File: src/rtl/bpr_pkg.sv
// Shared constants and types for the button press and repeat event block.
package bpr_pkg;

    localparam int BUTTON_COUNT = 16;
    localparam int PAD_COUNT    = 2;
    localparam int TIMER_BITS   = 16;

    localparam int PAD_W  = 1;
    localparam int MASK_W = 16;
    localparam int DT_W   = 8;
    localparam int CFG_W  = 16;
    localparam int IDX_W  = 1;

    localparam int PAD_IDX_W = (PAD_COUNT > 1) ? $clog2(PAD_COUNT) : 1;
    localparam int TSUM_W    = TIMER_BITS + 1;
    localparam int CMP_W     = (TIMER_BITS > CFG_W) ? TIMER_BITS : CFG_W;
    localparam int OUT_LANES = (BUTTON_COUNT < MASK_W) ? BUTTON_COUNT : MASK_W;
    localparam int IN_LANES  = (BUTTON_COUNT < MASK_W) ? BUTTON_COUNT : MASK_W;

    localparam int IN_BITS  = MASK_W + DT_W;
    localparam int IN_W     = ((IN_BITS + 7) / 8) * 8;
    localparam int OUT_BITS = 5 * MASK_W + 1;
    localparam int OUT_W    = ((OUT_BITS + 7) / 8) * 8;

    localparam logic [IDX_W-1:0] REG_LONG_PRESS_TIME = 1'b0;
    localparam logic [IDX_W-1:0] REG_REPEAT_INTERVAL = 1'b1;

    localparam logic [CFG_W-1:0] LONG_PRESS_RESET = 16'd500;
    localparam logic [CFG_W-1:0] REPEAT_RESET     = 16'd100;

    typedef struct packed {
        logic push;
        logic press;
        logic long_press;
        logic repeat_hit;
        logic release_hit;
    } t_lane_ev;

endpackage

File: src/rtl/bpr_lane.sv
// One button lane: edge detect, long-press and repeat timers for every pad.
module bpr_lane (
    input  logic                                  i_clk,
    input  logic                                  i_rst_n,
    input  logic                                  i_load,
    input  logic                                  i_pad_ok,
    input  logic [bpr_pkg::PAD_IDX_W-1:0]         i_pad_idx,
    input  logic                                  i_now,
    input  logic [bpr_pkg::DT_W-1:0]              i_dt,
    input  logic [bpr_pkg::CFG_W-1:0]             i_long_time,
    input  logic [bpr_pkg::CFG_W-1:0]             i_rep_int,
    output bpr_pkg::t_lane_ev                     o_ev
);

    logic [bpr_pkg::PAD_COUNT-1:0]  r_prev;
    logic [bpr_pkg::PAD_COUNT-1:0]  r_hrun;
    logic [bpr_pkg::PAD_COUNT-1:0]  r_rrun;
    logic [bpr_pkg::TIMER_BITS-1:0] r_hold [bpr_pkg::PAD_COUNT];
    logic [bpr_pkg::TIMER_BITS-1:0] r_rep  [bpr_pkg::PAD_COUNT];

    logic                           was, hrun, rrun, rrun_mid;
    logic                           rise, held, fall, long_hit, rep_hit;
    logic [bpr_pkg::TIMER_BITS-1:0] hold_old, rep_old, hold_acc, rep_acc, rep_mid;
    logic [bpr_pkg::TIMER_BITS-1:0] n_hold, n_rep;
    logic [bpr_pkg::TSUM_W-1:0]     hold_sum, rep_sum;

    always_comb begin
        was      = r_prev[i_pad_idx];
        hrun     = r_hrun[i_pad_idx];
        rrun     = r_rrun[i_pad_idx];
        hold_old = r_hold[i_pad_idx];
        rep_old  = r_rep[i_pad_idx];

        rise = i_pad_ok & ~was & i_now;
        held = i_pad_ok & was & i_now;
        fall = i_pad_ok & was & ~i_now;

        hold_sum = {1'b0, hold_old} + bpr_pkg::TSUM_W'(i_dt);
        rep_sum  = {1'b0, rep_old} + bpr_pkg::TSUM_W'(i_dt);
        hold_acc = hold_sum[bpr_pkg::TIMER_BITS] ? '1 : hold_sum[bpr_pkg::TIMER_BITS-1:0];
        rep_acc  = rep_sum[bpr_pkg::TIMER_BITS] ? '1 : rep_sum[bpr_pkg::TIMER_BITS-1:0];
        if (!hrun) begin
            hold_acc = hold_old;
        end
        if (!rrun) begin
            rep_acc = rep_old;
        end

        long_hit = held & hrun &
                   (bpr_pkg::CMP_W'(hold_acc) >= bpr_pkg::CMP_W'(i_long_time));
        rrun_mid = rrun | long_hit;
        rep_mid  = long_hit ? '0 : rep_acc;
        rep_hit  = held & rrun_mid &
                   (bpr_pkg::CMP_W'(rep_mid) >= bpr_pkg::CMP_W'(i_rep_int));

        n_hold = rise ? '0 : hold_acc;
        n_rep  = rep_hit ? '0 : rep_mid;

        o_ev.push        = rise;
        o_ev.press       = rise | held;
        o_ev.long_press  = long_hit;
        o_ev.repeat_hit  = rep_hit;
        o_ev.release_hit = fall;
    end

    always_ff @(posedge i_clk) begin
        if (!i_rst_n) begin
            r_prev <= '0;
            r_hrun <= '0;
            r_rrun <= '0;
        end else if (i_load && i_pad_ok) begin
            r_prev[i_pad_idx] <= i_now;
            if (rise) begin
                r_hrun[i_pad_idx] <= 1'b1;
            end else if (held) begin
                r_hrun[i_pad_idx] <= hrun & ~long_hit;
                r_rrun[i_pad_idx] <= rrun_mid;
            end else if (fall) begin
                r_hrun[i_pad_idx] <= 1'b0;
                r_rrun[i_pad_idx] <= 1'b0;
            end
        end
    end

    always_ff @(posedge i_clk) begin
        if (i_load && (rise || held)) begin
            r_hold[i_pad_idx] <= n_hold;
        end
        if (i_load && held) begin
            r_rep[i_pad_idx] <= n_rep;
        end
    end

endmodule

File: src/rtl/bpr_merge.sv
// Merge stage: gathers lane events into masks and holds the output transaction.
module bpr_merge (
    input  logic                                          i_clk,
    input  logic                                          i_rst_n,
    input  logic                                          i_valid,
    output logic                                          o_ready,
    output logic                                          o_load,
    input  logic [bpr_pkg::PAD_W-1:0]                     i_pad,
    input  bpr_pkg::t_lane_ev [bpr_pkg::BUTTON_COUNT-1:0] i_ev,
    output logic                                          o_m_tvalid,
    input  logic                                          i_m_tready,
    output logic [bpr_pkg::OUT_W-1:0]                     o_m_tdata,
    output logic [bpr_pkg::PAD_W-1:0]                     o_m_tuser
);

    logic                          r_valid;
    logic [bpr_pkg::PAD_W-1:0]     r_pad;
    logic [bpr_pkg::OUT_BITS-1:0]  r_data;
    logic [bpr_pkg::OUT_BITS-1:0]  n_data;
    logic [bpr_pkg::MASK_W-1:0]    push_m, press_m, long_m, rep_m, rel_m;
    logic                          any_ev;

    always_comb begin
        push_m  = '0;
        press_m = '0;
        long_m  = '0;
        rep_m   = '0;
        rel_m   = '0;
        for (int b = 0; b < bpr_pkg::OUT_LANES; b++) begin
            push_m[b]  = i_ev[b].push;
            press_m[b] = i_ev[b].press;
            long_m[b]  = i_ev[b].long_press;
            rep_m[b]   = i_ev[b].repeat_hit;
            rel_m[b]   = i_ev[b].release_hit;
        end
        any_ev = |{push_m, press_m, long_m, rep_m, rel_m};
        n_data = {any_ev, rel_m, rep_m, long_m, press_m, push_m};
    end

    assign o_ready = ~r_valid | i_m_tready;
    assign o_load  = i_valid & o_ready;

    always_ff @(posedge i_clk) begin
        if (!i_rst_n) begin
            r_valid <= 1'b0;
        end else if (o_ready) begin
            r_valid <= i_valid;
        end
    end

    always_ff @(posedge i_clk) begin
        if (o_load) begin
            r_pad  <= i_pad;
            r_data <= n_data;
        end
    end

    assign o_m_tvalid = r_valid;
    assign o_m_tuser  = r_pad;
    assign o_m_tdata  = bpr_pkg::OUT_W'(r_data);

endmodule

File: src/rtl/button_press_repeat_events_core.sv
// Top level: press, long-press and auto-repeat events for virtual pads.
//
//  channel  | direction | handshake              | contents
//  ---------+-----------+------------------------+-------------------------------
//  s_axis   | in        | i_s_tvalid/o_s_tready  | pad update (mask, elapsed)
//  m_axis   | out       | o_m_tvalid/i_m_tready  | event masks for that pad
//  cfg      | in        | i_cfg_valid/o_cfg_ready| long-press time, repeat interval
//
//  One transaction per cycle unless the output stalls; each result is computed
//  by the single lane add/compare stage and held in the output register.
//  Synchronous active-low reset clears pad history, timer run flags and the
//  output valid flag; config returns to 500 / 100. A stalled output holds its
//  transaction and input is taken again as soon as that transaction leaves.
module button_press_repeat_events_core (
    input  logic                                i_clk,
    input  logic                                i_rst_n,
    input  logic                                i_s_tvalid,
    output logic                                o_s_tready,
    input  logic [bpr_pkg::IN_W-1:0]            i_s_tdata,  // pressed_mask, elapsed_ticks
    input  logic [bpr_pkg::PAD_W-1:0]           i_s_tuser,  // pad_select
    output logic                                o_m_tvalid,
    input  logic                                i_m_tready,
    // push_mask, press_mask, long_press_mask, repeat_mask, release_mask, any_event
    output logic [bpr_pkg::OUT_W-1:0]           o_m_tdata,
    output logic [bpr_pkg::PAD_W-1:0]           o_m_tuser,  // pad_echo
    input  logic                                i_cfg_valid,
    output logic                                o_cfg_ready,
    input  logic [bpr_pkg::IDX_W-1:0]           i_cfg_index,
    input  logic [bpr_pkg::CFG_W-1:0]           i_cfg_data
);

    logic [bpr_pkg::CFG_W-1:0]                r_long_time;
    logic [bpr_pkg::CFG_W-1:0]                r_rep_int;
    logic                                     load;
    logic                                     pad_ok;
    logic [bpr_pkg::PAD_IDX_W-1:0]            pad_idx;
    logic [bpr_pkg::BUTTON_COUNT-1:0]         now_bits;
    logic [bpr_pkg::DT_W-1:0]                 dt;
    bpr_pkg::t_lane_ev [bpr_pkg::BUTTON_COUNT-1:0] lane_ev;

    assign o_cfg_ready = 1'b1;

    always_ff @(posedge i_clk) begin
        if (!i_rst_n) begin
            r_long_time <= bpr_pkg::LONG_PRESS_RESET;
            r_rep_int   <= bpr_pkg::REPEAT_RESET;
        end else if (i_cfg_valid) begin
            case (i_cfg_index)
                bpr_pkg::REG_LONG_PRESS_TIME: r_long_time <= i_cfg_data;
                bpr_pkg::REG_REPEAT_INTERVAL: r_rep_int   <= i_cfg_data;
                default: ;
            endcase
        end
    end

    assign pad_ok  = (32'(i_s_tuser) < bpr_pkg::PAD_COUNT);
    assign pad_idx = pad_ok ? bpr_pkg::PAD_IDX_W'(i_s_tuser) : '0;
    assign dt      = i_s_tdata[bpr_pkg::MASK_W +: bpr_pkg::DT_W];

    for (genvar gi = 0; gi < bpr_pkg::BUTTON_COUNT; gi++) begin : g_lane
        if (gi < bpr_pkg::IN_LANES) begin : g_in
            assign now_bits[gi] = i_s_tdata[gi];
        end else begin : g_zero
            assign now_bits[gi] = 1'b0;
        end

        bpr_lane u_lane (
            .i_clk       (i_clk),
            .i_rst_n     (i_rst_n),
            .i_load      (load),
            .i_pad_ok    (pad_ok),
            .i_pad_idx   (pad_idx),
            .i_now       (now_bits[gi]),
            .i_dt        (dt),
            .i_long_time (r_long_time),
            .i_rep_int   (r_rep_int),
            .o_ev        (lane_ev[gi])
        );
    end

    bpr_merge u_merge (
        .i_clk      (i_clk),
        .i_rst_n    (i_rst_n),
        .i_valid    (i_s_tvalid),
        .o_ready    (o_s_tready),
        .o_load     (load),
        .i_pad      (i_s_tuser),
        .i_ev       (lane_ev),
        .o_m_tvalid (o_m_tvalid),
        .i_m_tready (i_m_tready),
        .o_m_tdata  (o_m_tdata),
        .o_m_tuser  (o_m_tuser)
    );

endmodule

File: config.mk
export PLATFORM = sky130hd
export DESIGN_NAME = button_press_repeat_events_core
export DESIGN_NICKNAME = d
export VERILOG_FILES = /design/src/rtl/bpr_pkg.sv /design/src/rtl/bpr_lane.sv /design/src/rtl/bpr_merge.sv /design/src/rtl/button_press_repeat_events_core.sv
export SDC_FILE = /design/constraint.sdc
export NUM_CORES = 2
export LEC_CHECK = 0
export BUFFER_PORTS_ARGS = -buffer_cell sky130_fd_sc_hd__buf_2
export CAP_MARGIN = 20
export CORE_MARGIN = 2
export CORE_UTILIZATION = 50
export DETAILED_ROUTE_END_ITERATION = 8
export PLACE_DENSITY_LB_ADDON = 0.08
export SETUP_SLACK_MARGIN = 0.1
export SYNTH_ARGS = -nofsm -noshare
export SYNTH_HDL_FRONTEND = slang
export SYNTH_SLANG_ARGS = --single-unit
export TNS_END_PERCENT = 5
File: constraint.sdc
create_clock -name i_clk -period 10.1 [get_ports i_clk]
set_input_delay 2.525 -clock i_clk [delete_from_list [all_inputs] [get_ports i_clk]]
set_output_delay 2.525 -clock i_clk [all_outputs]
set_load 0.05 [all_outputs]
==> impl_metrics.tcl <==
set metrics [dict create \
    viasPerCell 6.27 \
    setup_viol 0 \
    layout-drive-gt1-share 0.124 \
    tritoncts "built" \
    outcome "finished clean" \
    grt_usage 0.301 \
    ctsHtreeMaxLevel 4 \
    row_count 150 \
    grt_max_degree 119 \
    grt_pass1_vias 63200 \
    antenna_found_initial 20 \
    routed_wl_um 260000 \
    cp_max_fo 69 \
    grt_pass1_wl_um 388000 \
    regToRegSetupSlack_ns 3.07 \
    yosysMostFrequentCell "edfxtp_1" \
    r2r-end "g_lane[4].u_lane.r_rep[0][2]$_DFFE_PP_" \
    yosysUniqueCellTypes 121 \
    drt-met1-wl_um 116000 \
    fin_area_um2 92100 \
    power_density_nw_per_um2 148 \
    report.final.hold_viol_count 0 \
    final_max_slew_viol_count 0 \
    start_util 0.501 \
    critPathRequiredTime_ns 10.68 \
    synthTopCellsByCount "edfxtp_1 (1106), ha_1 (800), nor2_1 (763)" \
    syn_area_per_cell_um2 10.5 \
    utilization 0.553 \
    drc_errors 0 \
    wl_met2_um 112000 \
    fin_crit_ns 9.27 \
    synth_top_area_share 0.397 \
    timing.fmax_mhz 108 \
    die_y_um 413 \
    holdPathStages 2 \
    syn_inst 7981 \
    synthFlopType "edfxtp_1" \
    final_nets 9042 \
    ant_nets 0 \
    cts-buffers-inserted 149 \
    grt-ovfl-total 0 \
    clkSlewWorstSetupHoldPaths_ns 0.06 \
    fin_skew_ns 0.0348 \
    cp-end-kind "flop" \
    finalSetupTns_ns 0 \
    cts_setup_buffers 0 \
    fillers 14500 \
    dieArea_um2 170000 \
    avgRoutedWirePerCell_um 24.8 \
    p_leak_uw 0.0355 \
    yosysTopAreaCell "edfxtp_1" \
    core_area_um2 167000 \
    peakVddDrop_mv 0.232 \
    cts.sink_count 1235 \
    ioPinCount 139 \
    synth_edf_count 1106 \
    place_hpwl_um 179000 \
    vias 65800 \
    multi_input_area_um2 45400 \
    first_pass_iters 6 \
    die_x_um 413 \
    highest_layer "met5" \
    rr_worst_depth 26 \
    wl_met3_um 21300 \
    cts.path.max_buffers 3 \
    max-cap-violations 0 \
    start_kind "primary input" \
    io_buffers 130 \
    slew_headroom 0.173 \
    hold_path_end "r_long_time[11]$_SDFFE_PN0P_" \
    tightestPinTransition_ns 1.24 \
    seq_area_um2 35800 \
    ys_warn_count 0 \
    crit_type "in2reg" \
    globalplace.congestion 0.909 \
    synth_area_um2 83600 \
    holdCritPathClass "reg2reg" \
    cts_root_buf "clkbuf_16" \
    hold_start "r_long_time[11]$_SDFFE_PN0P_" \
    ys_async_sr_fraction 0 \
    initialDrtViolationCount 6085 \
    worstSkewPairLatency_ns 0.82 \
    dp_worst_setup_slack_ns 0.108 \
    synth.area.top_cells "edfxtp_1 (40%), ha_1 (12%), mux2_2 (4.2%)" \
    rsz0062_at_grt "false" \
    ys_seq_area_frac 0.428 \
    r2r-start "g_lane[4].u_lane.r_hold[1][0]$_DFFE_PP_" \
    syn2layout_area_growth_pct 10.2 \
    post_cts_resized 0 \
    setup_slack_ns 0.826 \
    dpl_cell_area_um2 87000 \
    synth-seq-cells 1235 \
    cts_hold_buf 0 \
    fin_crit_sh 0.918 \
    cp.arrival_ns 9.86 \
]
power breakdown:
group | leakage, uW | total (uW) | switching, uW | internal [uW]
Sequential | 0.0112 | 5770 | 57.7 | 5710
Clock | 0.00245 | 5620 | 2250 | 3370
Combinational | 0.0218 | 2270 | 1450 | 822
Total | 0.0355 | 13700 | 3760 | 9900
sequential cells by signal (all words and copies together), names as in the netlist:
signal                cells
u_merge.r_data           81
g_lane.u_lane.r_prev     32
g_lane.u_lane.r_rep     512
g_lane.u_lane.r_hrun     32
g_lane.u_lane.r_hold    512
g_lane.u_lane.r_rrun     32
u_merge.o_m_tuser         1
r_long_time              16
r_rep_int                16
u_merge.o_m_tvalid        1
area by class of cell:
class / instances / area share
antenna: 7 / 0.000190
multi-input combinational: 6223 / 0.492
inverter: 236 / 0.00971
tap: 2204 / 0.0299
clock inverter: 85 / 0.0109
sequential: 1235 / 0.389
timing repair buffer: 318 / 0.0240
clock buffer: 188 / 0.0442
worst max-delay path, cell delays in order:
cell and delay, ns:
buf_8 0.36, buf_12 0.39, mux2_2 0.40, ha_1 0.23, fa_1 0.42, a21o_1 0.19, a211oi_1 0.32, o21ai_0 0.34
nand3_2 0.29, o21ai_0 0.19, ha_1 0.33, nand2_1 0.07, o21ai_0 0.38, o21ai_0 0.39, nor2_1 0.19, a21o_1 0.44
buf_4 0.30, a21oi_1 0.07, ha_1 0.34, a2111oi_0 0.40, o21ai_0 0.15, o2111ai_1 0.13, nand3_1 0.10, o21a_1 0.37
a211oi_1 0.42
worst max-delay path by stage:
stage / startpoint / slack, ns / cells after the start / to
6_report: i_s_tuser / 0.83 / 25 / g_lane[5].u_lane.r_rep[0][10]$_DFFE_PP_
5_1_grt: i_s_tuser / 0.37 / 28 / g_lane[4].u_lane.r_rep[1][2]$_DFFE_PP_
4_1_cts: i_s_tuser / 0.94 / 25 / g_lane[5].u_lane.r_rep[1][13]$_DFFE_PP_
3_5_place_dp: i_s_tuser / 0.11 / 28 / g_lane[4].u_lane.r_rep[1][2]$_DFFE_PP_
3_3_place_gp: i_s_tuser / 0.17 / 28 / g_lane[4].u_lane.r_rep[1][2]$_DFFE_PP_
2_1_floorplan: i_s_tuser / 0.56 / 34 / g_lane[3].u_lane.r_rep[0][4]$_DFFE_PP_
cell usage in the layout (no fill, tap or decap), drive strengths merged, types with 79 or more instances in the layout:
cell type  count
a21oi        514
a21o         171
o21ai        326
xnor2        173
nand2b        79
nor3         262
edfxtp      1106
buf          318
mux2i        288
nor2         768
nor2b        297
inv          229
a211oi       148
nand3        169
nand2        509
mux2         313
clkbuf       188
dfxtp        129
ha           800
nand4         89
and2          96
per-layer routing:
metal	track usage	up-vias
met3	0.0543	451
met4	0.122	12
met1	0.427	32100
met5	0	-
met2	0.453	2416
li1	-	30700
metrics by stage:
step                hold slack (ns)  power, uW  cells
finish                        0.464      13700  10500
global route                  0.487      14200  10500
CTS                           0.465      13700  10500
detailed placement            0.456       8100  10200
global placement              0.451       8050  10200
floorplan                     0.429       7430   7987
cells by family (layout without fill, tap and decap cells):
family,after synthesis,after routing,share of synthesized area
compound gates,1921,1921,0.156
buf+inv,529,827,0.0302
simple gates,2616,2616,0.156
fa+ha+maj,832,832,0.127
flops,1235,1235,0.428
mux,603,603,0.0774
xor+xnor,243,243,0.0255
other cells,2,15,0.0000899
Note: power is estimated with default switching activity, not from simulation.
